--- src/design/prc_pkg.sv ---
// shared types, widths and codes for the page randomness classifier
// no dependencies; every other design file refers to this package by scoped names
`default_nettype none

package prc_pkg;

   localparam int MAX_PAGE_BYTES = 4096;
   localparam int LEN_W          = 13;
   localparam int SUMSQ_W        = 25;
   localparam int LIMIT_W        = 20;
   localparam int SLACK_W        = 8;
   localparam int BYTE_W         = 8;
   localparam int BINS           = 256;
   localparam int CSR_INDEX_W    = 2;
   localparam int CSR_DATA_W     = 20;
   localparam int QUEUE_DEPTH    = 4;
   localparam int QUEUE_PTR_W    = 2;
   localparam int QUEUE_LEVEL_W  = 3;
   localparam int PROD_W         = LIMIT_W + LEN_W;
   localparam int S_W            = SUMSQ_W + 1;
   localparam int THR_W          = PROD_W + 1;
   localparam int LHS_W          = S_W + 8;
   localparam int STEP_W         = 3;

   localparam logic [BYTE_W-1:0] PRINT_LO = 8'h20;
   localparam logic [BYTE_W-1:0] PRINT_HI = 8'h7F;

   localparam logic [LIMIT_W-1:0] RANDOM_LIMIT_RESET = 20'd1000;
   localparam logic [LIMIT_W-1:0] ASCII_LIMIT_RESET  = 20'd5000;
   localparam logic [SLACK_W-1:0] SLACK_RESET        = 8'd5;
   localparam logic [LEN_W-1:0]   MIN_LENGTH_RESET   = 13'd256;

   typedef enum logic [CSR_INDEX_W-1:0] {
      CSR_RANDOM_LIMIT     = 2'd0,
      CSR_ASCII_BAND_LIMIT = 2'd1,
      CSR_SLACK_MIN_RUN    = 2'd2,
      CSR_MIN_LENGTH       = 2'd3
   } csr_index_type;

   typedef struct packed {
      logic [BYTE_W-1:0] data_byte;
      logic              last_byte;
   } req_type;

   typedef struct packed {
      logic             is_random;
      logic             ascii_like;
      logic [LEN_W-1:0] used_length;
   } rsp_type;

   typedef struct packed {
      logic [LIMIT_W-1:0] random_limit;
      logic [LIMIT_W-1:0] ascii_band_limit;
      logic [SLACK_W-1:0] slack_min_run;
      logic [LEN_W-1:0]   min_length;
   } cfg_type;

   // page summary handed from the front to the back
   typedef struct packed {
      logic [LEN_W-1:0]   page_length;
      logic [LEN_W-1:0]   zero_run;
      logic [LEN_W-1:0]   zero_count;
      logic [LEN_W-1:0]   printable_count;
      logic [SUMSQ_W-1:0] square_sum;
   } job_type;

   typedef enum logic [1:0] {
      B_IDLE,
      B_LEN,
      B_MUL,
      B_DECIDE
   } back_state_type;

endpackage

`default_nettype wire

--- src/design/prc_queue.sv ---
// short queue of page summaries between front and back
// depends on prc_pkg; show-ahead head entry
`default_nettype none

module prc_queue (
   input  wire logic                     clock,
   input  wire logic                     reset,
   input  wire logic                     push,
   input  wire prc_pkg::job_type         push_job,
   input  wire logic                     pop,
   output prc_pkg::job_type              head_job,
   output logic [prc_pkg::QUEUE_LEVEL_W-1:0] level
);

   prc_pkg::job_type                   entry_ff [prc_pkg::QUEUE_DEPTH];
   logic [prc_pkg::QUEUE_PTR_W-1:0]    wr_ptr_ff;
   logic [prc_pkg::QUEUE_PTR_W-1:0]    rd_ptr_ff;
   logic [prc_pkg::QUEUE_LEVEL_W-1:0]  level_ff;

   assign head_job = entry_ff[rd_ptr_ff];
   assign level    = level_ff;

   always_ff @(posedge clock) begin
      if (push) begin
         entry_ff[wr_ptr_ff] <= push_job;
      end
   end

   always_ff @(posedge clock) begin
      if (reset) begin
         wr_ptr_ff <= '0;
         rd_ptr_ff <= '0;
         level_ff  <= '0;
      end else begin
         if (push) begin
            wr_ptr_ff <= wr_ptr_ff + 1'b1;
         end
         if (pop) begin
            rd_ptr_ff <= rd_ptr_ff + 1'b1;
         end
         priority if (push && !pop) begin
            level_ff <= level_ff + 1'b1;
         end else if (pop && !push) begin
            level_ff <= level_ff - 1'b1;
         end
      end
   end

endmodule

`default_nettype wire

--- config.mk ---
export PLATFORM = sky130hd
export DESIGN_NAME = prc_queue
export DESIGN_NICKNAME = d
export VERILOG_FILES = /design/src/design/prc_pkg.sv /design/src/design/prc_queue.sv
export SDC_FILE = /design/constraint.sdc
export NUM_CORES = 1
export LEC_CHECK = 0
export BUFFER_PORTS_ARGS = -buffer_cell sky130_fd_sc_hd__buf_2
export CAP_MARGIN = 20
export CORE_ASPECT_RATIO = 1.4
export CORE_MARGIN = 2
export CORE_UTILIZATION = 49
export CTS_CLUSTER_SIZE = 8
export DETAILED_ROUTE_END_ITERATION = 6
export PLACE_DENSITY_LB_ADDON = 0.05
export SLEW_MARGIN = 20
export SYNTH_ARGS = -nofsm -noshare
export SYNTH_HDL_FRONTEND = slang
export SYNTH_SLANG_ARGS = --single-unit
export TNS_END_PERCENT = 5
--- constraint.sdc ---
create_clock -name clock -period 5.7 [get_ports clock]
set_input_delay 0.855 -clock clock [delete_from_list [all_inputs] [get_ports clock]]
set_output_delay 0.855 -clock clock [all_outputs]
set_load 0.03 [all_outputs]
==> results.tsv <==
stage	metric	value	unit
run_status	outcome	finished clean	
cts	cts_root_buf	clkbuf_16	
timing	finalSetupTns	0	ns
pwr	ir_worst_vdd	0.272	mV
worst_setup_path	critPathKind	reg -> out	
synth	synth_cell_type_count	20	
pwr	power_frac_clock	40.8	%
synth	seq_area_frac_synth	81.6	%
synth	synth_seq_cells	317	
synth	yosys_warnings	0	
route	avgViaCountPerCell	5.42	
timing	rsz0062_at_grt	false	
worst_hold_path	min-delay-start	level[2]	
pwr	swShare	22.5	%
timing	min_period	3.61	ns
route	routedLengthMet1	8.36	mm
cts	tritoncts	yes	
cells_and_area	drive_above_1_share	46.1	%
floorplanning	start_util	49.8	%
synth	syn_area	11600	um^2
pwr	seq_power_share	48.7	%
floorplanning	die_height	186	um
place	dp_hpwl	12.0	mm
floorplanning	ioPinCount	161	
cts	ctsResizeCount	0	
grt	track_usage	17.3	%
place	gp_congestion	0.660	
cts	htreeDepth	2	
route	vias	5192	
route	wl	20.9	mm
timing	final.setup_skew	0.0101	ns
worst_setup_path	end_kind	output pin	
cells_and_area	fill_cells	1700	
place	portBuffers	160	
cts	path_clk_slew	0.05	ns
grt	grt-ovfl-total	0	
worst_setup_path	crit_arrival	2.76	ns
pwr	power_density	405	nW/um^2
cells_and_area	finish.utilization	59.8	%
cells_and_area	final_cell_mix	308 x edfxtp_1, 160 x buf_2, 77 x mux4_2, 47 x clkbuf_16	
route	routed-wl-met2	10.8	mm
pwr	p_int	4.35	mW
worst_hold_path	hold_path_depth	2	
route	wl_per_cell	21.8	um
timing	timing_hold_violations_final	0	
worst_setup_path	r2r_start	wr_ptr_ff[0]	
cts	cts_setup_buffers	0	
pwr	power_leakage	4.72	nW
cells_and_area	syn2layout_area_growth	20.0	%
pwr	switchingPower	1.27	mW
timing	fmax	277	MHz
synth	yosys-top-cells-area	edfxtp_1 80%, mux4_2 15%, dfxtp_1 1.6%, buf_12 0.69%, ha_1 0.54%	
worst_setup_path	critPathMaxFanout	40	
route	highest_layer	met4	
floorplanning	core	23200	um^2
timing	post-route-period-util	63.4	%
cts	clk_path_buf_depth	3	
route	ant_nets	0	
grt	grt_pass1_wl	32.1	mm
cts	numCtsBuffers	45	
cts	numClockSinks	317	
route	drcViolationCount	0	
worst_setup_path	critPathRequiredTime	4.85	ns
synth	synth_area_per_cell	26.0	um^2
cells_and_area	mostFrequentLayoutCell	edfxtp_1	
pwr	p_comb_share	10.4	%
flow_run	maxCapViolations	0	
grt	first_global_vias	5849	
synth	postSynthCellCount	445	
timing	max-slew-margin-rel	42.3	%
route	firstDrtPassIters	4	
route	drt_iter0_drc	284	
cts	hold_buffers	0	
synth	syn_nets	532	
timing	final_max_slew_viol_count	0	
timing	finalSetupViolations	0	
worst_setup_path	r2r_cells	4	
cells_and_area	layout.nets	727	
floorplanning	die_w	134	um
synth	synth_top_area_share	80.0	%
floorplanning	rows	66	
worst_setup_path	setup.worst_path.start_class	flop	
cts	clk_latency	0.51	ns
floorplanning	die_area	24900	um^2
grt	antenna_found_initial	3	
timing	worst_pin_slew	0.866	ns
route	wl_met3	1.24	mm
grt	grt_max_degree	54	
synth	synth_top_area_cell	edfxtp_1	
worst_hold_path	hold_class	reg -> reg	
-- final cells by class --
type                    count  area (um^2)  share of cell area (%)
flip-flops and latches    317         9440                    68.0
diodes                      3         7.51                  0.0541
multi-input cells         105         1960                    14.1
clock inverters             2         13.8                  0.0992
clock buffers              54         1200                    8.67
well taps                 306          383                    2.76
repair buffers            167          853                    6.15
inverters                   4         15.0                   0.108
-- critical path, cell delays in order (launching register included) --
cell	delay [ns]
dfxtp_4	0.90
buf_4	0.54
mux4_2	0.59
buf_2	0.20
-- power groups by stage --
stage          combinational [mW]  clock [mW]  sequential [mW]
3_3_place_gp                0.591           0             2.78
3_5_place_dp                0.597           0             2.78
4_1_cts                     0.599        2.35             2.74
2_1_floorplan               0.435           0             2.76
6_report                    0.586        2.29             2.74
5_1_grt                     0.626        2.44             2.75
-- cell usage after synthesis --
cell type / instances
inv_1: 4
o21ai_0: 1
xor2_1: 3
a21oi_1: 1
mux4_2: 77
nand2_1: 1
clkbuf_1: 5
xnor2_1: 2
fa_1: 1
buf_2: 5
edfxtp_1: 308
dfxtp_1: 9
and2_1: 4
or3_1: 1
ha_1: 5
buf_6: 1
mux2i_1: 2
buf_12: 4
nor2_1: 7
buf_4: 4
-- through the flow --
step                hold WS [ns]  power (mW)  instances  setup slack, ns  area, um^2
global route               0.534        5.81        956             1.82       13900
finish                     0.496        5.62        958             2.09       13900
CTS                        0.497        5.69        955             1.90       13900
global placement           0.470        3.37        899             2.48       12600
floorplan                  0.485        3.19        445             2.61       11600
detailed placement         0.490        3.38        899             2.47       12600
-- state kept, by name, indices dropped and copies added, names as in the netlist, named ones only --
signal,count
entry_ff,308
level,3
rd_ptr_ff,2
wr_ptr_ff,2
-- worst paths after layout --
path,to,slack (ns)
setup / recovery,head_job[41],2.09
hold / removal,level[2],0.50
setup reg to reg,entry_ff[2][23],3.51
hold reg to reg,level[2],0.50
-- layer usage --
layer | vias up | GRT usage (%)
li1 | 2279 | -
met3 | 47 | 4.44
met5 | - | 0
met4 | 0 | 6.09
met2 | 152 | 30.1
met1 | 2714 | 21.1
-- kinds of logic after synthesis --
kind of cell,count (synthesis),synth area share (%)
adders and majority gates,6,0.714
muxes,79,15.2
buffers and inverters,23,1.56
xor gates and xnor gates,5,0.379
AOI/OAI and AO/OA,2,0.0865
DFF,317,81.6
and+or+nand+nor,13,0.530
Power figures use the tool's default switching activity.
