===== src/design/prc_pkg.sv =====
// shared types, widths and codes for the page randomness classifier
// no dependencies; every other design file refers to this package by scoped names
`default_nettype none

package prc_pkg;

   localparam int MAX_PAGE_BYTES = 4096;
   localparam int LEN_W          = 13;
   localparam int SUMSQ_W        = 25;
   localparam int LIMIT_W        = 20;
   localparam int SLACK_W        = 8;
   localparam int BYTE_W         = 8;
   localparam int BINS           = 256;
   localparam int CSR_INDEX_W    = 2;
   localparam int CSR_DATA_W     = 20;
   localparam int QUEUE_DEPTH    = 4;
   localparam int QUEUE_PTR_W    = 2;
   localparam int QUEUE_LEVEL_W  = 3;
   localparam int PROD_W         = LIMIT_W + LEN_W;
   localparam int S_W            = SUMSQ_W + 1;
   localparam int THR_W          = PROD_W + 1;
   localparam int LHS_W          = S_W + 8;
   localparam int STEP_W         = 3;

   localparam logic [BYTE_W-1:0] PRINT_LO = 8'h20;
   localparam logic [BYTE_W-1:0] PRINT_HI = 8'h7F;

   localparam logic [LIMIT_W-1:0] RANDOM_LIMIT_RESET = 20'd1000;
   localparam logic [LIMIT_W-1:0] ASCII_LIMIT_RESET  = 20'd5000;
   localparam logic [SLACK_W-1:0] SLACK_RESET        = 8'd5;
   localparam logic [LEN_W-1:0]   MIN_LENGTH_RESET   = 13'd256;

   typedef enum logic [CSR_INDEX_W-1:0] {
      CSR_RANDOM_LIMIT     = 2'd0,
      CSR_ASCII_BAND_LIMIT = 2'd1,
      CSR_SLACK_MIN_RUN    = 2'd2,
      CSR_MIN_LENGTH       = 2'd3
   } csr_index_type;

   typedef struct packed {
      logic [BYTE_W-1:0] data_byte;
      logic              last_byte;
   } req_type;

   typedef struct packed {
      logic             is_random;
      logic             ascii_like;
      logic [LEN_W-1:0] used_length;
   } rsp_type;

   typedef struct packed {
      logic [LIMIT_W-1:0] random_limit;
      logic [LIMIT_W-1:0] ascii_band_limit;
      logic [SLACK_W-1:0] slack_min_run;
      logic [LEN_W-1:0]   min_length;
   } cfg_type;

   // page summary handed from the front to the back
   typedef struct packed {
      logic [LEN_W-1:0]   page_length;
      logic [LEN_W-1:0]   zero_run;
      logic [LEN_W-1:0]   zero_count;
      logic [LEN_W-1:0]   printable_count;
      logic [SUMSQ_W-1:0] square_sum;
   } job_type;

   typedef enum logic [1:0] {
      B_IDLE,
      B_LEN,
      B_MUL,
      B_DECIDE
   } back_state_type;

endpackage

`default_nettype wire


===== src/design/prc_front.sv =====
// front end: byte intake, 256-bin histogram with forwarding, page counters
// depends on prc_pkg; pushes one page summary per last byte into prc_queue
`default_nettype none

module prc_front (
   input  wire logic                              clock,
   input  wire logic                              reset,
   input  wire logic                              req_valid,
   output logic                                   req_stall,
   input  wire prc_pkg::req_type                  req_payload,
   input  wire logic [prc_pkg::QUEUE_LEVEL_W-1:0] queue_level,
   output logic                                   push,
   output prc_pkg::job_type                       push_job
);

   logic [prc_pkg::LEN_W-1:0] hist_mem [prc_pkg::BINS];

   logic                         accept;
   logic                         s1_valid_ff;
   logic [prc_pkg::BYTE_W-1:0]   s1_byte_ff;
   logic                         s1_last_ff;
   logic [prc_pkg::LEN_W-1:0]    rd_data_ff;
   logic [prc_pkg::BINS-1:0]     bin_valid_ff;
   logic                         fwd_valid_ff;
   logic [prc_pkg::BYTE_W-1:0]   fwd_byte_ff;
   logic [prc_pkg::LEN_W-1:0]    fwd_count_ff;

   logic [prc_pkg::LEN_W-1:0]    page_len_ff,  page_len_in;
   logic [prc_pkg::LEN_W-1:0]    zero_run_ff,  zero_run_in;
   logic [prc_pkg::LEN_W-1:0]    zero_cnt_ff,  zero_cnt_in;
   logic [prc_pkg::LEN_W-1:0]    print_cnt_ff, print_cnt_in;
   logic [prc_pkg::SUMSQ_W-1:0]  sumsq_ff,     sumsq_in;

   logic                         take;
   logic                         is_zero;
   logic                         is_print;
   logic [prc_pkg::LEN_W-1:0]    cur_count;
   logic [prc_pkg::LEN_W-1:0]    new_count;
   logic [prc_pkg::QUEUE_LEVEL_W-1:0] need;

   // room for every page already accepted, including one still in stage 1
   assign need      = queue_level + {{(prc_pkg::QUEUE_LEVEL_W-1){1'b0}}, s1_valid_ff & s1_last_ff};
   assign req_stall = (need >= prc_pkg::QUEUE_LEVEL_W'(prc_pkg::QUEUE_DEPTH));
   assign accept    = req_valid & ~req_stall;

   assign take     = s1_valid_ff && (page_len_ff < prc_pkg::LEN_W'(prc_pkg::MAX_PAGE_BYTES));
   assign is_zero  = (s1_byte_ff == '0);
   assign is_print = (s1_byte_ff >= prc_pkg::PRINT_LO) && (s1_byte_ff < prc_pkg::PRINT_HI);

   always_comb begin
      if (fwd_valid_ff && (fwd_byte_ff == s1_byte_ff)) begin
         cur_count = fwd_count_ff;
      end else if (bin_valid_ff[s1_byte_ff]) begin
         cur_count = rd_data_ff;
      end else begin
         cur_count = '0;
      end
   end

   assign new_count = cur_count + 1'b1;

   always_comb begin
      page_len_in  = page_len_ff;
      zero_run_in  = zero_run_ff;
      zero_cnt_in  = zero_cnt_ff;
      print_cnt_in = print_cnt_ff;
      sumsq_in     = sumsq_ff;
      if (take) begin
         page_len_in = page_len_ff + 1'b1;
         if (is_zero) begin
            zero_run_in = zero_run_ff + 1'b1;
            zero_cnt_in = zero_cnt_ff + 1'b1;
         end else begin
            zero_run_in = '0;
            // (c+1)^2 - c^2 = 2c + 1
            sumsq_in = sumsq_ff
                     + {{(prc_pkg::SUMSQ_W-prc_pkg::LEN_W-1){1'b0}}, cur_count, 1'b1};
         end
         if (is_print) begin
            print_cnt_in = print_cnt_ff + 1'b1;
         end
      end
   end

   assign push                     = s1_valid_ff & s1_last_ff;
   assign push_job.page_length     = page_len_in;
   assign push_job.zero_run        = zero_run_in;
   assign push_job.zero_count      = zero_cnt_in;
   assign push_job.printable_count = print_cnt_in;
   assign push_job.square_sum      = sumsq_in;

   // histogram memory, read in the cycle before the update
   always_ff @(posedge clock) begin
      if (take && !s1_last_ff) begin
         hist_mem[s1_byte_ff] <= new_count;
      end
      rd_data_ff <= hist_mem[req_payload.data_byte];
   end

   always_ff @(posedge clock) begin
      if (accept) begin
         s1_byte_ff <= req_payload.data_byte;
         s1_last_ff <= req_payload.last_byte;
      end
      if (take) begin
         fwd_byte_ff  <= s1_byte_ff;
         fwd_count_ff <= new_count;
      end
   end

   always_ff @(posedge clock) begin
      if (reset) begin
         s1_valid_ff  <= 1'b0;
         bin_valid_ff <= '0;
         fwd_valid_ff <= 1'b0;
         page_len_ff  <= '0;
         zero_run_ff  <= '0;
         zero_cnt_ff  <= '0;
         print_cnt_ff <= '0;
         sumsq_ff     <= '0;
      end else begin
         s1_valid_ff <= accept;
         if (s1_valid_ff && s1_last_ff) begin
            bin_valid_ff <= '0;
            fwd_valid_ff <= 1'b0;
            page_len_ff  <= '0;
            zero_run_ff  <= '0;
            zero_cnt_ff  <= '0;
            print_cnt_ff <= '0;
            sumsq_ff     <= '0;
         end else begin
            if (take) begin
               bin_valid_ff[s1_byte_ff] <= 1'b1;
               fwd_valid_ff             <= 1'b1;
            end
            page_len_ff  <= page_len_in;
            zero_run_ff  <= zero_run_in;
            zero_cnt_ff  <= zero_cnt_in;
            print_cnt_ff <= print_cnt_in;
            sumsq_ff     <= sumsq_in;
         end
      end
   end

endmodule

`default_nettype wire


===== config.mk =====
export PLATFORM = sky130hd
export DESIGN_NAME = prc_front
export DESIGN_NICKNAME = d
export VERILOG_FILES = /design/src/design/prc_pkg.sv /design/src/design/prc_front.sv
export SDC_FILE = /design/constraint.sdc
export NUM_CORES = 2
export LEC_CHECK = 0
export BUFFER_PORTS_ARGS = -buffer_cell sky130_fd_sc_hd__buf_2
export CORE_UTILIZATION = 60
export DETAILED_ROUTE_END_ITERATION = 10
export HOLD_SLACK_MARGIN = 0.02
export PLACE_DENSITY = 0.77
export SYNTH_ARGS = -nofsm -noshare
export SYNTH_HDL_FRONTEND = slang
export SYNTH_SLANG_ARGS = --single-unit

===== constraint.sdc =====
create_clock -name clock -period 15.1 [get_ports clock]
set_input_delay 3.02 -clock clock [delete_from_list [all_inputs] [get_ports clock]]
set_output_delay 3.02 -clock clock [all_outputs]
set_load 0.05 [all_outputs]

==> summary.md <==
| Metric | Value |
|---|---|
| Outcome | `finished, final reports clean` |
| Most used DFF post-synth | `edfxtp_1` |
| Reg2reg path depth | `16` |
| GPL Wtd Cong | `0.8754` |
| Kind of critical path | `reg2out` |
| RSZ-0062 raised after global routing | `false` |
| Achievable frequency | `93.52 MHz` |
| CTS resizes | `0` |
| Vias in the first global route | `73.59k` |
| Setup crit start kind | `register` |
| Sw Ratio | `0.2140` |
| Detailed Route WL | `370.9 mm` |
| Fin Hold WS | `0.4655 ns` |
| Slew @ Worst Pin | `1.471 ns` |
| R2r startpoint | `s1_byte_ff[1]` |
| Sum Neg Setup Slack | `0 ns` |
| Wirelength per Cell | `35.21 um` |
| Pre-antenna DRT Iters | `5` |
| Initial Util | `0.6058` |
| Cts hold-fix bufs | `0` |
| Post-Synthesis Cells | `6702` |
| Die area | `240300 sq um` |
| Worst-path fanout max | `31` |
| Commonest non-fill, non-tap cell in the layout | `edfxtp_1` |
| CP endpoint kind | `output pin` |
| Seq pwr share | `0.530` |
| Maximum VDD drop | `110.8 uV` |
| Count of cell types in the netlist | `61` |
| Final setup viols | `0` |
| Hold Startpoint | `bin_valid_ff[26]` |
| Post-synthesis average cell area | `21.34 sq um` |
| Most frequent cells in the layout | `3358 x edfxtp_1, 1145 x mux4_2, 575 x nor2_1` |
| Slew margin rel. | `0.01947` |
| Overall Global Routing Usage | `0.3124` |
| Comb pwr share | `0.048` |
| Worst Hold Class | `reg2reg` |
| IO buf count | `93` |
| Slowest Stage Delay on Critical Path | `0.94 ns` |
| EDFF count, synth | `3358` |
| Cell breakdown of the critical path | `buf_4 -> buf_4 -> nor2b_1 -> a22oi_1 -> nand3_1 -> a41oi_1 -> o41ai_2 -> a21oi_4 -> a22o_1 -> fa_1 -> a21oi_1 -> o21bai_1 -> a21o_1 -> a21o_1 -> a21oi_1 -> o211ai_1 -> nand3_1 -> a21boi_0 -> xor2_1 -> buf_2` |
| Final antenna-violating net count | `0` |
| #FFs+latches synth | `3706` |
| Post-Syn Area | `143000 sq um` |
| Final Critical Period | `10.69 ns` |
| Slowest-stage cell, CP | `nor2b_1` |
| Final Hold Fails | `0` |
| Power Density | `132.0 nW/um^2` |
| Worst-Skew Late Latency | `0.98 ns` |
| CTS Sinks | `3706` |
| Clk buf depth | `4` |
| IO Count | `94` |
| Final count of pins violating max slew | `0` |
| Sequential share of the synthesized area | `0.7537` |
| Die width | `490.2 um` |
| Worst endpoint data arrival time | `7.67 ns` |
| Routed vias | `72.79k` |
| NumNets Final | `7129` |
| Layout cells sized above 1 | `0.2950` |
| CTS tree | `yes` |
| Detailed Place HPWL | `200.9 mm` |
| Net Sw Power | `4.530 mW` |
| H-tree levels | `5` |
| Synthesis-to-finish area growth | `12.09%` |
| Vias per cell | `6.910` |
| Clk slew on worst S/H paths | `0.06 ns` |
| Worst reg2reg endpoint | `hist_mem[151][10]` |
| Internal power | `16.64 mW` |
| Row cnt | `178` |
| CP required | `12.08 ns` |
| DRC Markers | `0` |
| Leak | `52.04 nW` |
| Post CTS Setup Buffer Count | `0` |
| Hold path depth | `2` |
| Synth Warn # | `0` |
| Post-synth net total | `6736` |
| Largest net degree at the start of global routing | `225` |
| Die height | `490.2 um` |
| Gr ovfl total | `0` |
| Core area | `236100 sq um` |
| Setup Skew | `0.07527 ns` |
| Initial drt markers | `10.53k` |
| Final core utilization | `0.6791` |
| Worst Hold End | `bin_valid_ff[26]` |
| CTS Root Cell | `clkbuf_16` |
| Inserted Clock Buffers | `369` |
| Clock Power Share | `0.421` |
| Reg2Reg Setup Slack | `6.83 ns` |
| Fin crit share | `0.7081` |
| Max cap viols | `0` |
| Global-route wire length before repair | `536.1 mm` |
| Asr flop ratio synth | `0` |
| Initial antenna violation count | `24` |
## logic make-up after synthesis
family                     Yosys count  share of synthesized area
xor gates and xnor gates            90                   0.005511
muxes                             1208                     0.1848
buffers and inverters              426                    0.01207
AOI/OAI and AO/OA                  370                    0.01517
adders and majority gates           19                   0.001715
and+or+nand+nor                    883                    0.02694
DFF                               3706                     0.7537
## synthesized netlist by cell type, drive strengths merged, types with 9 or more instances
cell	n	area share
edfxtp	3358	0.71
mux4	1145	0.18
nor2	584	0.015
dfxtp	348	0.049
a21oi	282	0.0099
clkbuf	276	0.0072
buf	135	0.0044
nand2	79	0.0021
nor2b	73	0.0032
mux2i	48	0.0034
xor2	47	0.0029
xnor2	43	0.0026
nand3	33	0.0012
nor3	30	0.0011
a22oi	29	0.0016
nand2b	20	0.00087
ha	18	0.0016
mux2	15	0.0012
a22o	14	0.00086
and3	14	0.00061
inv	14	0.00037
nand4	9	0.00039
## routing by layer
metal,GRT usage,up-vias,share of wire
met3,0.07987,895,0.12
met5,0,-,0.00046
met1,0.4228,38090,0.35
met2,0.4853,5354,0.48
met4,0.1406,26,0.051
li1,-,28430,-
## layout make-up
cell class,count,area (sq um)
Timing Repair Buffer,433,3228
Inverter,15,63.81
Fill cell,13620,75760
Clock buffer,463,9859
Antenna cell,5,12.51
Sequential cell,3706,107800
Multi-Input combinational cell,2570,33730
Clock inverter,192,1678
Tap cell,3150,3941
## through the flow
stage / setup WS, ns / instances / instance area (sq um) / power (mW)
floorplan: 3.103 / 6702 / 143000 / 12.11
global placement: 5.786 / 9873 / 148800 / 12.41
detailed placement: 5.595 / 9873 / 148800 / 12.44
CTS: 4.510 / 10530 / 160300 / 21.21
global route: 3.968 / 10530 / 160300 / 21.60
finish: 4.407 / 10530 / 160300 / 21.17
## how the worst max path moves through the flow
stage | from | end | slack (ns) | cells past startpoint
floorplan | s1_byte_ff[0] | fwd_count_ff[12] | 3.10 | 16
global placement | s1_byte_ff[0] | push_job[14] | 5.79 | 20
detailed placement | s1_byte_ff[0] | push_job[16] | 5.60 | 20
CTS | s1_byte_ff[0] | push_job[16] | 4.51 | 20
global route | s1_byte_ff[0] | push_job[16] | 3.97 | 20
finish | s1_byte_ff[0] | push_job[16] | 4.41 | 20
## critical path: cells and delay by family (launching register included)
| family | cells | cell delay [ns] |
|---|---|---|
| buffers and inverters | 3 | 1.36 |
| AND/OR/NAND/NOR | 3 | 1.37 |
| XOR/XNOR | 1 | 0.25 |
| AO/OA/AOI/OAI | 12 | 2.86 |
| adder cells (fa/ha/maj) | 1 | 0.47 |
| flip-flops | 1 | 0.32 |
## registers in the layout, summed over array words and instances, names as in the netlist
signal	flops
hist_mem	3328
bin_valid_ff	256
sumsq_ff	25
fwd_count_ff	13
page_len_ff	13
print_cnt_ff	13
rd_data_ff	13
zero_cnt_ff	13
zero_run_ff	13
fwd_byte_ff	8
s1_byte_ff	8
fwd_valid_ff	1
s1_last_ff	1
s1_valid_ff	1
## power groups by stage
stage | sequential, mW | combinational, mW | clock, mW
3_3_place_gp | 11.4 | 0.968 | 0
5_1_grt | 11.2 | 1.05 | 9.33
4_1_cts | 11.2 | 1.01 | 8.97
2_1_floorplan | 11.5 | 0.615 | 0
6_report | 11.2 | 1.02 | 8.92
3_5_place_dp | 11.4 | 0.990 | 0
Power figures use the tool's default switching activity.
