`src/design/prc_pkg.sv`:
```
// shared types, widths and codes for the page randomness classifier
// no dependencies; every other design file refers to this package by scoped names
`default_nettype none

package prc_pkg;

   localparam int MAX_PAGE_BYTES = 4096;
   localparam int LEN_W          = 13;
   localparam int SUMSQ_W        = 25;
   localparam int LIMIT_W        = 20;
   localparam int SLACK_W        = 8;
   localparam int BYTE_W         = 8;
   localparam int BINS           = 256;
   localparam int CSR_INDEX_W    = 2;
   localparam int CSR_DATA_W     = 20;
   localparam int QUEUE_DEPTH    = 4;
   localparam int QUEUE_PTR_W    = 2;
   localparam int QUEUE_LEVEL_W  = 3;
   localparam int PROD_W         = LIMIT_W + LEN_W;
   localparam int S_W            = SUMSQ_W + 1;
   localparam int THR_W          = PROD_W + 1;
   localparam int LHS_W          = S_W + 8;
   localparam int STEP_W         = 3;

   localparam logic [BYTE_W-1:0] PRINT_LO = 8'h20;
   localparam logic [BYTE_W-1:0] PRINT_HI = 8'h7F;

   localparam logic [LIMIT_W-1:0] RANDOM_LIMIT_RESET = 20'd1000;
   localparam logic [LIMIT_W-1:0] ASCII_LIMIT_RESET  = 20'd5000;
   localparam logic [SLACK_W-1:0] SLACK_RESET        = 8'd5;
   localparam logic [LEN_W-1:0]   MIN_LENGTH_RESET   = 13'd256;

   typedef enum logic [CSR_INDEX_W-1:0] {
      CSR_RANDOM_LIMIT     = 2'd0,
      CSR_ASCII_BAND_LIMIT = 2'd1,
      CSR_SLACK_MIN_RUN    = 2'd2,
      CSR_MIN_LENGTH       = 2'd3
   } csr_index_type;

   typedef struct packed {
      logic [BYTE_W-1:0] data_byte;
      logic              last_byte;
   } req_type;

   typedef struct packed {
      logic             is_random;
      logic             ascii_like;
      logic [LEN_W-1:0] used_length;
   } rsp_type;

   typedef struct packed {
      logic [LIMIT_W-1:0] random_limit;
      logic [LIMIT_W-1:0] ascii_band_limit;
      logic [SLACK_W-1:0] slack_min_run;
      logic [LEN_W-1:0]   min_length;
   } cfg_type;

   // page summary handed from the front to the back
   typedef struct packed {
      logic [LEN_W-1:0]   page_length;
      logic [LEN_W-1:0]   zero_run;
      logic [LEN_W-1:0]   zero_count;
      logic [LEN_W-1:0]   printable_count;
      logic [SUMSQ_W-1:0] square_sum;
   } job_type;

   typedef enum logic [1:0] {
      B_IDLE,
      B_LEN,
      B_MUL,
      B_DECIDE
   } back_state_type;

endpackage

`default_nettype wire

```
`src/design/prc_back.sv`:
```
// back end: slack cut, length floor, poker statistic by cross-multiplication
// depends on prc_pkg; one shared 20x13 multiplier, result held in an output register
`default_nettype none

module prc_back (
   input  wire logic                              clock,
   input  wire logic                              reset,
   input  wire prc_pkg::cfg_type                  cfg,
   input  wire prc_pkg::job_type                  head_job,
   input  wire logic [prc_pkg::QUEUE_LEVEL_W-1:0] queue_level,
   output logic                                   pop,
   output logic                                   rsp_valid,
   input  wire logic                              rsp_stall,
   output prc_pkg::rsp_type                       rsp_payload
);

   prc_pkg::back_state_type state_ff, state_in;

   prc_pkg::job_type              job_ff;
   logic [prc_pkg::LEN_W-1:0]     used_ff;
   logic [prc_pkg::LEN_W-1:0]     z0_ff;
   logic                          ascii_ff;
   logic [prc_pkg::STEP_W-1:0]    step_ff;
   logic [prc_pkg::PROD_W-1:0]    prod_ff;
   logic [prc_pkg::S_W-1:0]       s_ff;
   logic [prc_pkg::LEN_W*2-1:0]   base_ff;
   logic [prc_pkg::THR_W-1:0]     lo_ff;
   logic [prc_pkg::THR_W-1:0]     hi_ff;
   logic                          rsp_valid_ff;
   prc_pkg::rsp_type              rsp_ff;

   logic                          load_job;
   logic                          load_len;
   logic                          mul_run;
   logic                          load_out;
   logic                          out_free;
   logic                          mul_done;

   logic                          cut;
   logic [prc_pkg::LEN_W-1:0]     used_a, used_b, used_c;
   logic [prc_pkg::LEN_W:0]       print_x2;
   logic [prc_pkg::LIMIT_W-1:0]   mul_a;
   logic [prc_pkg::LEN_W-1:0]     mul_b;
   logic [prc_pkg::LHS_W-1:0]     lhs;
   logic                          rnd;

   assign out_free = ~rsp_valid_ff | ~rsp_stall;
   assign mul_done = (step_ff == prc_pkg::STEP_W'(4));

   // next state
   always_comb begin
      state_in = state_ff;
      unique case (state_ff)
         prc_pkg::B_IDLE: begin
            if (queue_level != '0) begin
               state_in = prc_pkg::B_LEN;
            end
         end
         prc_pkg::B_LEN: begin
            state_in = prc_pkg::B_MUL;
         end
         prc_pkg::B_MUL: begin
            if (mul_done) begin
               state_in = prc_pkg::B_DECIDE;
            end
         end
         prc_pkg::B_DECIDE: begin
            if (out_free) begin
               state_in = prc_pkg::B_IDLE;
            end
         end
         default: begin
            state_in = prc_pkg::B_IDLE;
         end
      endcase
   end

   // state outputs
   always_comb begin
      load_job = 1'b0;
      load_len = 1'b0;
      mul_run  = 1'b0;
      load_out = 1'b0;
      unique case (state_ff)
         prc_pkg::B_IDLE:   load_job = (queue_level != '0);
         prc_pkg::B_LEN:    load_len = 1'b1;
         prc_pkg::B_MUL:    mul_run  = 1'b1;
         prc_pkg::B_DECIDE: load_out = out_free;
         default: begin
         end
      endcase
   end

   assign pop = load_job;

   // used length: slack cut, then floor at min_length, never past the page
   assign cut    = (job_ff.zero_run >= {{(prc_pkg::LEN_W-prc_pkg::SLACK_W){1'b0}},
                                        cfg.slack_min_run});
   assign used_a = cut ? (job_ff.page_length - job_ff.zero_run) : job_ff.page_length;
   assign used_b = (used_a < cfg.min_length) ? cfg.min_length : used_a;
   assign used_c = (used_b > job_ff.page_length) ? job_ff.page_length : used_b;
   assign print_x2 = {job_ff.printable_count, 1'b0};

   // shared multiplier operands: z0^2, N^2, random_limit*N, ascii_band_limit*N
   always_comb begin
      mul_b = used_ff;
      unique case (step_ff)
         prc_pkg::STEP_W'(0): begin
            mul_a = {{(prc_pkg::LIMIT_W-prc_pkg::LEN_W){1'b0}}, z0_ff};
            mul_b = z0_ff;
         end
         prc_pkg::STEP_W'(1): mul_a = {{(prc_pkg::LIMIT_W-prc_pkg::LEN_W){1'b0}}, used_ff};
         prc_pkg::STEP_W'(2): mul_a = cfg.random_limit;
         prc_pkg::STEP_W'(3): mul_a = cfg.ascii_band_limit;
         default:             mul_a = '0;
      endcase
   end

   assign lhs = {s_ff, 8'h00};
   assign rnd = (used_ff != '0) &&
                ((prc_pkg::THR_W'(lhs) < lo_ff) ||
                 ((prc_pkg::THR_W'(lhs) > lo_ff) && (prc_pkg::THR_W'(lhs) < hi_ff) && !ascii_ff));

   always_ff @(posedge clock) begin
      if (load_job) begin
         job_ff <= head_job;
      end
      if (load_len) begin
         used_ff  <= used_c;
         z0_ff    <= job_ff.zero_count - (job_ff.page_length - used_c);
         ascii_ff <= ({1'b0, used_c} <= print_x2);
      end
      if (mul_run) begin
         prod_ff <= mul_a * {{(prc_pkg::PROD_W-prc_pkg::LEN_W){1'b0}}, mul_b};
         unique case (step_ff)
            prc_pkg::STEP_W'(1): s_ff <= {1'b0, job_ff.square_sum}
                                        + prc_pkg::S_W'(prod_ff);
            prc_pkg::STEP_W'(2): base_ff <= prod_ff[prc_pkg::LEN_W*2-1:0];
            prc_pkg::STEP_W'(3): lo_ff <= prc_pkg::THR_W'(base_ff) + prc_pkg::THR_W'(prod_ff);
            prc_pkg::STEP_W'(4): hi_ff <= prc_pkg::THR_W'(base_ff) + prc_pkg::THR_W'(prod_ff);
            default: begin
            end
         endcase
      end
      if (load_out) begin
         rsp_ff.is_random   <= rnd;
         rsp_ff.ascii_like  <= ascii_ff;
         rsp_ff.used_length <= used_ff;
      end
   end

   always_ff @(posedge clock) begin
      if (reset) begin
         state_ff     <= prc_pkg::B_IDLE;
         step_ff      <= '0;
         rsp_valid_ff <= 1'b0;
      end else begin
         state_ff <= state_in;
         if (mul_run && !mul_done) begin
            step_ff <= step_ff + 1'b1;
         end else begin
            step_ff <= '0;
         end
         priority if (load_out) begin
            rsp_valid_ff <= 1'b1;
         end else if (!rsp_stall) begin
            rsp_valid_ff <= 1'b0;
         end
      end
   end

   assign rsp_valid   = rsp_valid_ff;
   assign rsp_payload = rsp_ff;

endmodule

`default_nettype wire

```
`config.mk`:
```
export PLATFORM = sky130hd
export DESIGN_NAME = prc_back
export DESIGN_NICKNAME = d
export VERILOG_FILES = /design/src/design/prc_pkg.sv /design/src/design/prc_back.sv
export SDC_FILE = /design/constraint.sdc
export NUM_CORES = 1
export LEC_CHECK = 0
export BUFFER_PORTS_ARGS = -buffer_cell sky130_fd_sc_hd__buf_2
export CORE_MARGIN = 10
export CORE_UTILIZATION = 50
export DETAILED_ROUTE_END_ITERATION = 10
export PLACE_DENSITY = 0.7
export REMOVE_ABC_BUFFERS = 1
export SYNTH_ARGS = -nofsm -noshare
export SYNTH_HDL_FRONTEND = slang
export SYNTH_SLANG_ARGS = --single-unit
```
`constraint.sdc`:
```
create_clock -name clock -period 15.93 [get_ports clock]
set_input_delay 3.186 -clock clock [delete_from_list [all_inputs] [get_ports clock]]
set_output_delay 3.186 -clock clock [all_outputs]
set_load 0.05 [all_outputs]
```
==> results.toml, run 1 <==
[route]
via_count = 17600
drc_errors = 0
drtIter0Drc = 1098
vias_per_cell = 5.73
routedWlPerCell_um = 19.6
ant_nets = 0
dr.pass1.iters = 6
wl_mm = 60.1

[clock_network]
cts_hold_buffers = 0
cts_made_buffers = 34
root_buffer = "clkbuf_16"
cts_tree = "built"
postCtsSetupBuffers = 0
cts.sinks = 278
cts_buffer_depth = 3
cts_resized = 0
clk_pin_slew_ps = 60
htree_levels = 2
clock_latency_ps = 550

[grt]
antenna_found_initial = 2
grt_usage = 0.214
grt_pass1_wl_mm = 97.6
overflow = 0
grt_max_degree = 44
grt_pass1_vias = 18500

[timing]
fin_crit_ps = 11560
tightest_slew_ps = 1110
period_share = 0.726
skew_ps = 22.7
timing.fmax_mhz = 86.5
max_slew_margin = 0.257
finalHoldViolCount = 0
final.setup.tns_ps = 0
finalSetupViolCount = 0
timing.final.ws_setup_ps = 4370
grt_setup_unrepaired = "no"
finalMaxSlewViolations = 0

[synth]
synthFlopType = "edfxtp_1"
async_flop_share = 0
synth_compound_area_frac = 0.128
synth_edf_count = 272
synth_area_per_cell_um2 = 10.7
yosysSeqAreaShare = 0.343
synthAdderAreaFrac = 0.312
synthMuxAreaShare = 0.0182
syn_inst = 2261
yosys.area_share.xor_xnor = 0.0301
synth_cell_type_count = 75
synth_top_family_by_area = "adder cells"
yosysWarnings = 0
synth_seq_cells = 278
yosys.area_share.simple = 0.108
syn_area_mm2 = 0.0241

[worst_setup_path]
critPathMaxFanout = 22
cp.required_ps = 16210
critPathLaunchType = "input port"
cp_data_arrival_time_ps = 11840
reg2reg_slack_ps = 6090
r2r_start = "job_ff[64]$_DFFE_PP_"
critPathSlowestCell = "a31o_1"
critPathTopFamily = "compound AO/OA/AOI/OAI gates"
cp_num_buf_inv = 4
max_stage_delay_ps = 640
crit_top_cell = "ha_1"
end_kind = "register"
rr_worst_depth = 36
r2r_end = "z0_ff[9]$_DFFE_PN_"
crit_type = "input port to register"

[final_layout]
regArea_mm2 = 0.00829
fin_util = 0.560
final_nets = 3044
area_growth_pct = 10.8
multi_input_area_mm2 = 0.0144
final_cells = 3068
fill_cells = 4032
drive_above_1_share = 0.118

[floorplan]
die_area_mm2 = 0.0575
start_util = 0.506
die_h_um = 240
ios = 161
die_x_um = 240
rows = 80
coreArea_mm2 = 0.0477

[placed_design]
gp_congestion = 0.902
portBuffers = 160
dp_slack_ps = 4050
place_inst = 3005
dpl.hpwl_mm = 48.5

[min_path]
worstHoldStart = "step_ff[0]$_SDFF_PP0_"
hold-path-endpoint = "step_ff[0]$_SDFF_PP0_"
holdPathStages = 1
min_path_type = "register to register"

[status]
status = "finished clean"

[job]
cap_viol_max_count = 0
==> cell usage in the layout, fill, tap and decap left out, drive strengths merged, types with 7 or more instances in the layout <==
| master | n |
|---|---|
| nand3 | 20 |
| nand2b | 27 |
| ha | 261 |
| o211ai | 11 |
| nand2 | 204 |
| and2 | 11 |
| nor2 | 160 |
| a22oi | 9 |
| a21oi | 99 |
| o21a | 23 |
| clkinv | 12 |
| nor4 | 11 |
| o21ai | 59 |
| o21bai | 12 |
| edfxtp | 272 |
| buf | 183 |
| a22o | 19 |
| a221o | 12 |
| a211oi | 13 |
| and3 | 11 |
| o31ai | 7 |
| nor2b | 26 |
| fa | 213 |
| nand4 | 27 |
| xnor2 | 54 |
| a21boi | 7 |
| a221oi | 18 |
| a31oi | 11 |
| inv | 334 |
| nor3b | 12 |
| mux2i | 12 |
| clkbuf | 43 |
| nor3 | 25 |
| xor2 | 29 |
| mux2 | 28 |
| a21o | 77 |
==> cell families after synthesis <==
| group | Yosys count |
|---|---|
| simple gates | 562 |
| compound gates | 437 |
| fa+ha+maj | 474 |
| buf+inv | 387 |
| xor+xnor | 83 |
| mux | 40 |
| flops | 278 |
==> cell usage after synthesis (13+ instances only) <==
| master | number | area, um^2 |
|---|---|---|
| a211oi_1 | 13 | 97.6 |
| a21o_1 | 77 | 578 |
| a21oi_1 | 99 | 495 |
| a221oi_1 | 18 | 158 |
| a22o_1 | 19 | 166 |
| clkbuf_1 | 46 | 173 |
| edfxtp_1 | 272 | 8170 |
| fa_1 | 213 | 4260 |
| ha_1 | 261 | 3270 |
| inv_1 | 333 | 1250 |
| mux2_2 | 27 | 304 |
| nand2_1 | 204 | 766 |
| nand2b_1 | 27 | 169 |
| nand3_1 | 19 | 95.1 |
| nand4_1 | 27 | 169 |
| nor2_1 | 160 | 601 |
| nor2b_1 | 26 | 163 |
| nor3_1 | 25 | 125 |
| o21a_1 | 23 | 173 |
| o21ai_0 | 57 | 285 |
| xnor2_1 | 54 | 473 |
| xor2_1 | 29 | 254 |
==> cell type report <==
| class | count | share of cell area |
|---|---|---|
| antenna | 2 | 0.000187 |
| clock buffer | 43 | 0.0339 |
| clock inverter | 18 | 0.00566 |
| inverter | 333 | 0.0467 |
| multi-input combinational | 1596 | 0.539 |
| sequential | 278 | 0.310 |
| tap | 615 | 0.0288 |
| timing repair buffer | 183 | 0.0364 |
==> registers in the layout (all words and copies together) (netlist names), 15 cells and up <==
name / cells
lo_ff: 34
rsp_payload: 15
prod_ff: 33
job_ff: 77
s_ff: 26
base_ff: 26
hi_ff: 34
==> metal layers <==
layer,routed length [um],up-vias,track usage
met2,29800,553,0.370
met4,1730,0,0.0754
met5,0,-,0
met3,3660,114,0.0354
li1,-,8212,-
met1,24900,8693,0.266
==> worst max path at each step <==
stage	cells past startpoint	from	end
after detailed placement	35	cfg[15]	z0_ff[9]$_DFFE_PN_
after global placement	35	cfg[15]	z0_ff[11]$_DFFE_PN_
after floorplan	33	cfg[15]	z0_ff[9]$_DFFE_PN_
after global routing	35	cfg[15]	z0_ff[9]$_DFFE_PN_
after CTS	35	cfg[20]	z0_ff[9]$_DFFE_PN_
final	35	cfg[15]	z0_ff[9]$_DFFE_PN_
==> per-stage QoR <==
stage          instance area (um^2)  hold WS (ps)
4_1_cts                       26800           505
5_1_grt                       26800           526
6_report                      26800           506
3_3_place_gp                  25700           479
3_5_place_dp                  25700           497
2_1_floorplan                 23900           428
Power of run 1 is not shown: default switching activity piles up to over one toggle a cycle in this logic, so the estimate is an artifact.
==> inputs of run 2 (changes only) <==
Settings changed: ABC_AREA set to 1.
Clock period 15.93 ns to 11.7 ns, I/O delays scaled along.
==> run 2 against run 1 <==
Compared with the run above:
- sequential share of layout area about the same
- sequential cell count unchanged
- clock skew decreased by 7.0 ps
- critical endpoint is now z0_ff[11]$_DFFE_PN_
- highest routed layer unchanged
==> results.toml, run 2 <==
[status]
status = "finished clean"

[synth]
yosysMostFrequentCell = "inv_1"
synthFlopType = "edfxtp_1"
synth_seq_cells = 278
yosysSeqAreaShare = 0.344
syn_inst = 2548
synth_top_area_frac = 0.339
syn_area_mm2 = 0.0241
synth_edf_count = 272
synthTopCellsByArea = "edfxtp_1 34%, fa_1 18%, ha_1 14%, inv_1 7.3%, nand2_1 7.1%"
yosysWarnings = 0
synth_area_per_cell_um2 = 9.46
synth_cell_type_count = 53
synth_common_cells = "469 x inv_1, 458 x nand2_1, 272 x edfxtp_1"
synth_top_area_cell = "edfxtp_1"
async_flop_share = 0

[placed_design]
dpl.hpwl_mm = 51.9
dp_slack_ps = 2270
gp_congestion = 0.935
portBuffers = 160

[worst_setup_path]
crit_top_cell = "nand2_1"
cp_num_buf_inv = 7
critPathSlowestCell = "nand2_1"
critPathLaunchType = "input port"
cp_data_arrival_time_ps = 9270
max_stage_delay_ps = 520
critPathMaxFanout = 22
cp.required_ps = 12030
end_kind = "register"
crit_type = "input port to register"
critPathTopFamily = "simple AND/OR/NAND/NOR gates"

[final_layout]
layout_common_cells = "468 x inv_1, 458 x nand2_1, 272 x edfxtp_1, 261 x ha_1, 213 x fa_1"
area_growth_pct = 11.0
largestRegisters = "job_ff: 77 flops, hi_ff: 34 flops, lo_ff: 34 flops"
layout_commonest_cell = "inv_1"
final_nets = 3352
top_register = "job_ff"
largest_reg_flops = 77
fill_cells = 4219
drive_above_1_share = 0.0997

[clock_network]
cts_resized = 0
cts_buffer_depth = 3
cts_hold_buffers = 0
root_buffer = "clkbuf_16"
clk_pin_slew_ps = 60
cts_tree = "built"
htree_levels = 1
clock_latency_ps = 590
cts_made_buffers = 31
cts.sinks = 278
postCtsSetupBuffers = 0

[floorplan]
die_x_um = 240
die_area_mm2 = 0.0574
coreArea_mm2 = 0.0477
rows = 80
start_util = 0.505
die_h_um = 240
ios = 161

[route]
ant_nets = 0
dr.pass1.iters = 6
vias_per_cell = 5.40
routedWlPerCell_um = 18.6
via_count = 18200
drtIter0Drc = 1213
wl_mm = 62.9
drc_errors = 0

[timing]
timing.final.ws_setup_ps = 2760
finalHoldViolCount = 0
skew_ps = 15.7
finalMaxSlewViolations = 0
tightest_slew_ps = 1330
final.setup.tns_ps = 0
max_slew_margin = 0.115
timing.fmax_mhz = 112
fin_crit_ps = 8940
finalSetupViolCount = 0
period_share = 0.764
grt_setup_unrepaired = "no"

[grt]
grt_max_degree = 48
grt_pass1_wl_mm = 101
overflow = 0
grt_usage = 0.222
antenna_found_initial = 2
grt_pass1_vias = 19300

[job]
cap_viol_max_count = 0

[min_path]
min_path_type = "register to register"
-- run 2: changes by cell type in the layout (fill, tap and decap cells not counted), sizes merged, moves of 19 or more --
cell,before,now
nand2,204,469
inv,334,480
o21ai,59,131
a21o,77,11
a21oi,99,162
nand3,20,68
nor2,160,208
xor2,29,62
mux2,28,0
nand2b,27,0
nor2b,26,0
o21a,23,4
-- run 2: per-stage QoR --
step / hold slack (ps) / instances / utilization / cell area (um^2)
after floorplan: 426 / 2522 / - / 24000
after global placement: 447 / 3316 / 0.539 / 25700
after detailed placement: 441 / 3316 / 0.539 / 25700
after CTS: 472 / 3373 / 0.560 / 26800
after global routing: 491 / 3375 / 0.560 / 26800
final: 463 / 3376 / 0.560 / 26800
-- run 2: worst register-to-register path: cells and delay by family, from the launching register on --
kind	cells	cell delay, ps
AOI/OAI and AO/OA	14	2270
xor gates and xnor gates	1	70
DFF	1	520
buffers and inverters	4	590
and+or+nand+nor	17	2380
adders and majority gates	6	1910
-- run 2: routing by layer --
layer / vias up / wire length [um] / GRT usage
li1: 8713 / - / -
met1: 8796 / 25100 / 0.266
met2: 597 / 31400 / 0.392
met3: 134 / 3750 / 0.0342
met4: 0 / 2670 / 0.0916
met5: - / 0 / 0
-- run 2: cell families (layout without fill, tap and decap cells) --
logic type | after synthesis | count (layout) | share of synthesized area
DFF | 278 | 278 | 0.344
and+or+nand+nor | 812 | 812 | 0.138
other | 0 | 3 | 0
AOI/OAI and AO/OA | 369 | 369 | 0.0875
buffers and inverters | 513 | 723 | 0.0813
adders and majority gates | 474 | 474 | 0.312
xor gates and xnor gates | 102 | 102 | 0.0371
-- run 2: path summary, 6_finish.rpt --
path / startpoint / to / slack [ps] / depth (start not counted)
max: cfg[16] / z0_ff[11]$_DFFE_PN_ / 2760 / 44
min reg2reg: used_ff[9]$_DFFE_PN_ / rsp_payload[9]$_DFFE_PP_ / 460 / 0
min: used_ff[9]$_DFFE_PN_ / rsp_payload[9]$_DFFE_PP_ / 460 / 0
max reg2reg: job_ff[64]$_DFFE_PP_ / z0_ff[11]$_DFFE_PN_ / 3710 / 42
-- run 2: area by class of cell --
cell class | count | area [um^2] | area share
antenna | 3 | 7.51 | 0.000281
clock inverter | 20 | 229 | 0.00856
sequential | 278 | 8290 | 0.310
inverter | 487 | 1830 | 0.0684
tap | 615 | 769 | 0.0288
multi-input combinational | 1757 | 13900 | 0.519
clock buffer | 37 | 798 | 0.0298
timing repair buffer | 179 | 943 | 0.0353
Power of run 2 is left out for the same reason.
==> inputs of run 3 (changes only) <==
Settings changed: ABC_AREA 1 to 0.
Clock period 11.7 ns to 8.9 ns, I/O delays scaled along.
==> run 3 against run 2 <==
Compared with the run above:
- sequential share of layout area decreased by 0.44 points
- die area up 0.11%
- first-iteration DRC count down 4.9%
- routed wire length decreased by 4.5%
- global-route usage shrank 0.88 points
- cell area grew 1.4%
==> results.toml, run 3 (synthesis gave the netlist of run 1 again) <==
[worst_setup_path]
critPathLaunchType = "input port"
cp_num_buf_inv = 5
max_stage_delay_ps = 440
critPathTopFamily = "compound AO/OA/AOI/OAI gates"
crit_type = "input port to register"
critPathMaxFanout = 9
critPathSlowestCell = "fa_1"
end_kind = "register"
cp_data_arrival_time_ps = 8780
cp.required_ps = 9170

[floorplan]
coreArea_mm2 = 0.0477
die_area_mm2 = 0.0575
rows = 80
start_util = 0.506
die_h_um = 240
ios = 161
die_x_um = 240

[final_layout]
fin_util = 0.569
layout_common_cells = "333 x inv_1, 272 x edfxtp_1, 261 x ha_1, 213 x fa_1, 204 x nand2_1"
fill_cells = 3995
final_nets = 3074
regArea_mm2 = 0.00829
drive_above_1_share = 0.135
layout_commonest_cell = "inv_1"
area_growth_pct = 12.5
largestRegisters = "job_ff: 77 flops, hi_ff: 34 flops, lo_ff: 34 flops"
multi_input_area_mm2 = 0.0145
largest_reg_flops = 77
top_register = "job_ff"

[timing]
skew_ps = 25.1
finalHoldViolCount = 0
fin_crit_ps = 8520
max_slew_margin = 0.265
finalSetupViolCount = 0
timing.final.ws_setup_ps = 384
timing.fmax_mhz = 117
period_share = 0.957
tightest_slew_ps = 1100
finalMaxSlewViolations = 0

[route]
wl_mm = 60.0
drc_errors = 0
ant_nets = 0
vias_per_cell = 5.67
dr.pass1.iters = 5
drtIter0Drc = 1153
routedWlPerCell_um = 19.4
via_count = 17600

[status]
status = "finished clean"

[placed_design]
dp_slack_ps = -113
dpl.hpwl_mm = 48.9
portBuffers = 160
gp_congestion = 0.922

[min_path]
min_path_type = "register to register"

[grt]
grt_pass1_wl_mm = 97.2
antenna_found_initial = 3
grt_max_degree = 44
grt_usage = 0.214
grt_pass1_vias = 18600
overflow = 0

[clock_network]
clk_pin_slew_ps = 60
cts.sinks = 278
cts_buffer_depth = 3
cts_made_buffers = 34
htree_levels = 2
root_buffer = "clkbuf_16"
cts_hold_buffers = 0
cts_tree = "built"
clock_latency_ps = 550

[job]
cap_viol_max_count = 0
-- run 3: repair_timing --
item,in CTS,in global routing
setup endpoints to repair,0,5
resized for setup,0,11
buffers inserted,0,1
-- run 3: layout make-up --
| cell class | instances | share of cell area |
|---|---|---|
| clock inverters | 20 | 0.00913 |
| multi-input cells | 1596 | 0.533 |
| diodes | 2 | 0.000184 |
| well taps | 615 | 0.0283 |
| flip-flops and latches | 278 | 0.305 |
| clock buffers | 40 | 0.0341 |
| repair buffers | 213 | 0.0442 |
| inverters | 333 | 0.0460 |
-- run 3: through the flow --
stage	hold WS (ps)	instances	cell area [um^2]	setup TNS, ps
CTS	502	3094	27100	0
global placement	477	3034	25900	0
floorplan	428	2207	23900	-2090
detailed placement	494	3034	25900	-295
finish	499	3097	27100	0
global route	542	3097	27100	-86.8
-- run 3: final timing paths --
check	cells after the start	slack [ps]	end	startpoint
worst min register to register	1	500	step_ff[0]$_SDFF_PP0_	step_ff[0]$_SDFF_PP0_
worst max register to register	36	460	z0_ff[12]$_DFFE_PN_	job_ff[64]$_DFFE_PP_
worst max-delay path	36	380	z0_ff[12]$_DFFE_PN_	cfg[16]
worst min-delay path	1	500	step_ff[0]$_SDFF_PP0_	step_ff[0]$_SDFF_PP0_
-- run 3: metal layers --
metal	global-route usage	vias up	routed length (um)
met5	0	-	0
met1	0.268	8676	25400
li1	-	8267	-
met2	0.360	510	29100
met4	0.0835	0	2100
met3	0.0375	112	3450
Power of run 3 is left out for the same reason.
